===== config.mk =====
export PLATFORM = sky130hd
export DESIGN_NAME = mvsm_voice_mem
export DESIGN_NICKNAME = d
export VERILOG_FILES = /design/src/assert_macros.svh /design/src/mvsm_pkg.sv /design/src/mvsm_voice_mem.sv
export SDC_FILE = /design/constraint.sdc
export NUM_CORES = 1
export LEC_CHECK = 0
export BUFFER_PORTS_ARGS = -buffer_cell sky130_fd_sc_hd__buf_2
export CAP_MARGIN = 0
export CORE_MARGIN = 3
export CORE_UTILIZATION = 35
export CTS_BUF_LIST = sky130_fd_sc_hd__clkbuf_8
export CTS_CLUSTER_SIZE = 12
export DETAILED_ROUTE_END_ITERATION = 8
export PLACE_DENSITY = 0.51
export SLEW_MARGIN = 20
export SYNTH_ARGS = -nofsm -noshare
export SYNTH_HDL_FRONTEND = slang
export SYNTH_SLANG_ARGS = --single-unit

===== constraint.sdc =====
create_clock -name clk -period 15.3 [get_ports clk]
set_clock_uncertainty 0.15 [all_clocks]
set_input_delay 3.06 -clock clk [delete_from_list [all_inputs] [get_ports clk]]
set_output_delay 3.06 -clock clk [all_outputs]
set_load 0.05 [all_outputs]

===== src/assert_macros.svh =====
// Assertion macros for the RTL.
// ASSERT_PROP checks a clocked property, ASSERT_NEVER checks that an expression never holds.
`ifndef ASSERT_MACROS_SVH
`define ASSERT_MACROS_SVH
`ifndef SYNTH
`define ASSERT_PROP(label, clk, rst_n, prop, msg) \
    label: assert property (@(posedge clk) disable iff (!rst_n) prop) else $error(msg);
`define ASSERT_NEVER(label, clk, rst_n, expr, msg) \
    label: assert property (@(posedge clk) disable iff (!rst_n) !(expr)) else $error(msg);
`else
`define ASSERT_PROP(label, clk, rst_n, prop, msg)
`define ASSERT_NEVER(label, clk, rst_n, expr, msg)
`endif
`endif


===== src/mvsm_pkg.sv =====
`timescale 1ns / 1ps
package mvsm_pkg;

    localparam int OP_W       = 2;
    localparam int VOICE_W    = 3;
    localparam int ADDR_W     = 16;
    localparam int LEN_W      = 17;
    localparam int GAIN_W     = 16;
    localparam int SAMPLE_W   = 16;
    localparam int ACC_W      = 32;
    localparam int CFG_W      = 4;
    localparam int MASK_W     = 8;
    localparam int GAIN_SHIFT = 12;
    localparam int PROD_W     = SAMPLE_W + GAIN_W + 1;

    localparam logic [LEN_W-1:0] LEN_MAX      = 17'h10000;
    localparam logic [CFG_W-1:0] ACTIVE_RESET = 4'd8;

    typedef enum logic [OP_W-1:0] {
        OP_MIX   = 2'd0,
        OP_WRITE = 2'd1,
        OP_START = 2'd2,
        OP_STOP  = 2'd3
    } op_t;

    typedef struct packed {
        logic loop;
        logic right;
        logic left;
    } voice_flags_t;

    typedef struct packed {
        logic [ADDR_W-1:0] position;
        logic [LEN_W-1:0]  remaining;
        logic [ADDR_W-1:0] region_start;
        logic [LEN_W-1:0]  region_length;
        logic [GAIN_W-1:0] gain;
        voice_flags_t      flags;
    } voice_rec_t;

    typedef struct packed {
        logic signed [ACC_W-1:0] mix_left_out;
        logic signed [ACC_W-1:0] mix_right_out;
        logic [MASK_W-1:0]       playing_mask;
    } result_t;

endpackage


===== src/mvsm_voice_mem.sv =====
`timescale 1ns / 1ps
module mvsm_voice_mem #(
    parameter int VOICES = 8,
    localparam int VW = (VOICES > 1) ? $clog2(VOICES) : 1
) (
    input  logic                    clk,
    input  logic                    we,
    input  logic [VW-1:0]           waddr,
    input  mvsm_pkg::voice_rec_t    wdata,
    input  logic                    re,
    input  logic [VW-1:0]           raddr,
    output mvsm_pkg::voice_rec_t    rdata
);
    import mvsm_pkg::*;

    voice_rec_t rec_mem [VOICES];
    voice_rec_t rdata_reg;

    always_ff @(posedge clk)
    begin
        if (we)
        begin
            rec_mem[waddr] <= wdata;
        end
        if (re)
        begin
            rdata_reg <= rec_mem[raddr];
        end
    end

    assign rdata = rdata_reg;

endmodule


==> results of run 1 <==
-- layout make-up --
class / count / area share, %
clock buffer: 136 / 5.72
antenna: 7 / 0.0535
timing repair buffer: 196 / 3.35
clock inverter: 105 / 1.74
tap: 1050 / 4.01
multi-input combinational: 268 / 15.0
sequential: 765 / 70.2
-- routing by layer --
layer,GRT usage [%],part of all wire [%],up-vias
li1,-,-,5259
met1,19.1,43,6568
met2,23.6,50,288
met3,4.41,5.3,97
met4,4.78,1.9,14
met5,0,0.18,-
-- where the power goes --
group          switching (uW)  internal, uW
Sequential               20.1          2400
Combinational             179           101
Clock                     811           898
-- worst paths after layout --
path,from,end,slack (ns)
worst max-delay path,raddr[2],rdata[35]$_DFFE_PP_,9.68
worst min-delay path,rec_mem[5][40]$_DFFE_PP_,rdata[40]$_DFFE_PP_,0.60
worst max register to register,rec_mem[2][6]$_DFFE_PP_,rdata[6]$_DFFE_PP_,13.77
worst min register to register,rec_mem[5][40]$_DFFE_PP_,rdata[40]$_DFFE_PP_,0.60
-- per-stage QoR --
stage               instance area (sq um)  util [%]  std cells  hold slack, ns
floorplan                           28100         -       1080           0.582
global route                        32700      41.3       2522           0.623
global placement                    30300      38.2       2279           0.590
CTS                                 32700      41.3       2520           0.604
finish                              32700      41.3       2527           0.599
detailed placement                  30300      38.2       2279           0.595
-- worst min-delay path: cells and delay by family, from the launching register on --
| kind | cells | cell delay (ns) |
|---|---|---|
| flops | 1 | 0.31 |
| mux | 2 | 0.34 |
-- placed cells by master, fill, tap and decap left out --
master                       count
sky130_fd_sc_hd__bufinv_16       4
sky130_fd_sc_hd__clkinvlp_4      5
sky130_fd_sc_hd__buf_12          4
sky130_fd_sc_hd__clkinv_1       30
sky130_fd_sc_hd__inv_1          40
sky130_fd_sc_hd__inv_6           5
sky130_fd_sc_hd__nand2b_1        3
sky130_fd_sc_hd__mux2_2         85
sky130_fd_sc_hd__mux4_2        170
sky130_fd_sc_hd__nor3_2          2
sky130_fd_sc_hd__nand2_1         2
sky130_fd_sc_hd__edfxtp_1      765
sky130_fd_sc_hd__buf_8           1
sky130_fd_sc_hd__buf_4          16
sky130_fd_sc_hd__clkinv_2       21
sky130_fd_sc_hd__nor2_4          6
sky130_fd_sc_hd__buf_6           1
sky130_fd_sc_hd__diode_2         7
sky130_fd_sc_hd__buf_2         174
sky130_fd_sc_hd__clkbuf_8      136
-- cell usage after synthesis --
library cell / number / share of area (%)
sky130_fd_sc_hd__buf_2: 12 / 0.21
sky130_fd_sc_hd__edfxtp_1: 765 / 82
sky130_fd_sc_hd__buf_1: 9 / 0.12
sky130_fd_sc_hd__mux2_2: 85 / 3.4
sky130_fd_sc_hd__nor2_1: 6 / 0.080
sky130_fd_sc_hd__mux4_2: 170 / 14
sky130_fd_sc_hd__nor3_1: 2 / 0.036
sky130_fd_sc_hd__buf_6: 11 / 0.44
sky130_fd_sc_hd__nand2b_1: 3 / 0.067
sky130_fd_sc_hd__nand2_1: 2 / 0.027
sky130_fd_sc_hd__clkbuf_1: 15 / 0.20
-- kinds of logic after synthesis --
kind of cell | count (synthesis)
DFF | 765
and+or+nand+nor | 13
buffers and inverters | 47
muxes | 255
==> metrics, run 1 <==
aggregate routed wire length=60500 um; Relative slew margins=34.7%; Hold Violations, Final=0; buffer and inverter count on the worst path=3; fraction of layout instances using a drive strength above 1=42.9%; Clock Sink Count=765; post-synthesis cell area=28100 sq um; maximum number of pins on one net before global-route repair=106; Rows=103; Layout Nets=1457; die outline width=289 um; final critical-path share of the clock period=36.7%; crit-path max cell delay=0.79 ns; wire length of the first global-routing pass=88400 um; number of buffer cells added on primary ports=178; Area growth, synth to finish=16.6%; outcome=finished, final reports clean; worst skew pair latency=0.74 ns; number of flip-flops under the largest register name=680; logic depth of the worst path, buffers included=5; most frequent CP cell=sky130_fd_sc_hd__buf_4; per-cell via count in the routed design=4.84; DP HPWL=28400 um; Hold Crit Class=reg2reg; combinational family with the most area after synthesis=multiplexers; unique cell type count in the Yosys netlist=11; Max-cap violations=0; slowest library cell on the worst path=sky130_fd_sc_hd__buf_4; RSZ-0062 raised after global routing=no; Routability Congestion=0.674; final setup violating endpoints=0; total nets after synthesis=1174; number of vias in the routed layout=12200; CP Launch Type=input pin; final critical path time including I/O delays and setup=5.62 ns; sequential element share of the synthesized area=81.8%; synthesized-area fraction occupied by ao, oa, aoi and oai cells=0%; cells along the critical path=buf_6, buf_4, buf_4, mux4_2, mux2_2; CTS Buf Count=132; vias in the first global route=13400; WS Path Type=in2reg; final count of pins violating max slew=0; Avg Synthesized Cell Area=26.0 sq um; DRC=0; critical path arrival=5.94 ns; overall overflow remaining after global route=0; Synthesis Warnings=0; final worst slack=9.68 ns; number of cells on the worst reg-to-reg path=2; mux contribution to synthesized area=17.0%; overall track demand over capacity in global routing=14.7%; parity-gate share of the synthesized area counting xor and xnor cells=0%; number of H-tree branching levels=4; Die H=289 um; clock tree buffer depth=3; number of routed nets with antenna violations=0; Reg area=23000 sq um; overall power=4400 uW; multi-input gate area in the final layout=4900 sq um; pre-CTS setup slack=8.84 ns; number of antenna violations at the first check in global routing=13; transition time at the pin with the least slew margin=0.979 ns; number of gates resized after cts=0; hold-fix buffers at CTS=0; area inside the core boundary=79300 sq um; area of the die=83700 sq um; Synth Area in Simple Gates=0.209%; Starting Density=35.4%; largest fanout on the critical path=66; clock input transition at the sequential cells of the worst setup and hold paths=0.06 ns; drt initial violations=782; Post-CTS Setup Bufs=0; gate family responsible for the most delay along the worst path=buffers and inverters; setup_tns=0 ns; Fmax=0.178 GHz; number of cells produced by synthesis=1080; data required time at the worst endpoint=15.63 ns; drt first pass iters=4; Worst IR Drop VDD=0.0597 mV; Hold Path Stages=2; adder-cell share of the synthesized area=0%; LEAKAGE=0.0107 uW; type of element capturing the critical path=flip-flop; power density cells=135 nW/um^2; Filler cells=6944; number of synthesized register bits=765; CTS tree=done; Wirelength per Cell=23.9 um; library cell used as clock root buffer=sky130_fd_sc_hd__clkbuf_8; I/O pins=179
Note: power is estimated with default switching activity, not from simulation.
==> run 2: changes to the inputs <==
- clock period: 15.3 -> 5.8 ns (I/O delays scaled with it)
==> run 2 against run 1 <==
Effect of this change:
- register-to-register slack got worse by 9.5 ns
- clock-buffer cell count fell by 1
- non-clock buffer count rose by 10
- worst hold slack got worse by 0.070 ns
- utilization barely moved
- combinational power rose to 2.7 times the previous value
- final cell count fell by 0.55%
- via count fell by 0.47%
- global-route usage rose by 0.21 points
- largest cell class unchanged
==> metrics, run 2 (synthesis gave the netlist of run 1 again) <==
Max-cap violations=0; fraction of layout instances using a drive strength above 1=42.6%; Die H=289 um; setup_tns=0 ns; area of the die=83700 sq um; aggregate routed wire length=61100 um; number of buffer cells added on primary ports=178; Rows=103; Routability Congestion=0.665; buffer and inverter count on the worst path=1; per-cell via count in the routed design=4.84; clock tree buffer depth=3; library cell used as clock root buffer=sky130_fd_sc_hd__clkbuf_8; leading cell type in the layout, fill and taps excluded=sky130_fd_sc_hd__edfxtp_1; die outline width=289 um; area inside the core boundary=79300 sq um; data required time at the worst endpoint=4.49 ns; final critical path time including I/O delays and setup=2.80 ns; LEAKAGE=0.0106 uW; transition time at the pin with the least slew margin=0.953 ns; maximum number of pins on one net before global-route repair=86; drt first pass iters=4; final count of pins violating max slew=0; type of element capturing the critical path=output port; critical path arrival=1.49 ns; hold-fix buffers at CTS=0; final setup violating endpoints=0; number of flip-flops under the largest register name=680; number of routed nets with antenna violations=0; clock input transition at the sequential cells of the worst setup and hold paths=0.06 ns; Placed Area=30500 sq um; outcome=finished, final reports clean; Relative slew margins=36.3%; largest fanout on the critical path=1; power density cells=348 nW/um^2; post-route design area=32700 sq um; Area growth, synth to finish=16.5%; Worst IR Drop VDD=0.151 mV; slowest library cell on the worst path=sky130_fd_sc_hd__edfxtp_1; overall track demand over capacity in global routing=14.9%; Wirelength per Cell=24.3 um; Hold Crit Class=in2reg; Filler cells=6942; CTS Buf Count=131; number of gates resized after cts=0; number of antenna violations at the first check in global routing=13; wire length of the first global-routing pass=89500 um; most frequent cells in the layout=765 x sky130_fd_sc_hd__edfxtp_1, 174 x sky130_fd_sc_hd__buf_2, 170 x sky130_fd_sc_hd__mux4_2; DRC=0; I/O pins=179; Starting Density=35.4%; CTS tree=done; number of vias in the routed layout=12200; final cell utilization of the core=41.3%; Clock Sink Count=765; crit-path max cell delay=0.45 ns; CP Launch Type=flip-flop; gate family responsible for the most delay along the worst path=flip-flops; Post-CTS Setup Bufs=0; DP HPWL=30600 um; vias in the first global route=13500; Fmax=0.357 GHz; Hold Violations, Final=0; WS Path Type=reg2out; drt initial violations=701; Layout Nets=1466; overall power=11400 uW; number of H-tree branching levels=4; final critical-path share of the clock period=48.4%; overall overflow remaining after global route=0; RSZ-0062 raised after global routing=no; worst skew pair latency=0.74 ns; cells along the critical path=buf_2; Layout Cells excl Fill=2513; DP Cell Count=2289
-- run 2: cell count changes in the layout (fill, tap and decap cells not counted), moves of 2 or more --
| cell | before | now |
|---|---|---|
| sky130_fd_sc_hd__nor3_2 | 2 | 0 |
| sky130_fd_sc_hd__bufinv_16 | 4 | 1 |
| sky130_fd_sc_hd__clkinv_2 | 21 | 5 |
| sky130_fd_sc_hd__inv_1 | 40 | 43 |
| sky130_fd_sc_hd__nor3_4 | 0 | 2 |
| sky130_fd_sc_hd__buf_12 | 4 | 11 |
| sky130_fd_sc_hd__clkinv_1 | 30 | 23 |
| sky130_fd_sc_hd__buf_4 | 16 | 19 |
-- run 2: layout make-up --
type	instances	area [sq um]	area share [%]
diodes	6	15.0	0.0459
repair buffers	206	1260	3.85
well taps	1050	1310	4.01
clock buffers	135	1860	5.68
flip-flops and latches	765	23000	70.2
multi-input cells	268	4910	15.0
clock inverters	83	394	1.20
-- run 2: metal layers --
| layer | wire length, um | track usage [%] | vias to the layer above |
|---|---|---|---|
| met2 | 31300 | 25.0 | 281 |
| met5 | 66 | 0 | - |
| met4 | 1160 | 4.86 | 10 |
| li1 | - | - | 5257 |
| met1 | 25400 | 18.5 | 6521 |
| met3 | 3130 | 4.44 | 100 |
-- run 2: path summary, 6_finish.rpt --
check	from	end	slack, ns	cells past startpoint
min reg2reg	rec_mem[2][23]$_DFFE_PP_	rdata[23]$_DFFE_PP_	0.60	2
min	wdata[81]	rec_mem[2][81]$_DFFE_PP_	0.53	1
max	rdata[26]$_DFFE_PP_	rdata[26]	3.00	1
max reg2reg	rec_mem[6][77]$_DFFE_PP_	rdata[77]$_DFFE_PP_	4.26	2
-- run 2: where the power goes --
part           total, uW  internal [uW]  switching, uW
registers           6380           6320           57.4
logic                744            273            471
clock network       4260           2190           2070
total              11400           8780           2600
-- run 2: through the flow --
stage          setup slack [ns]  hold WS (ns)
4_1_cts                    2.90         0.425
3_5_place_dp               2.13         0.594
5_1_grt                    2.85         0.465
2_1_floorplan             0.203         0.582
6_report                   3.00         0.529
3_3_place_gp               2.15         0.589
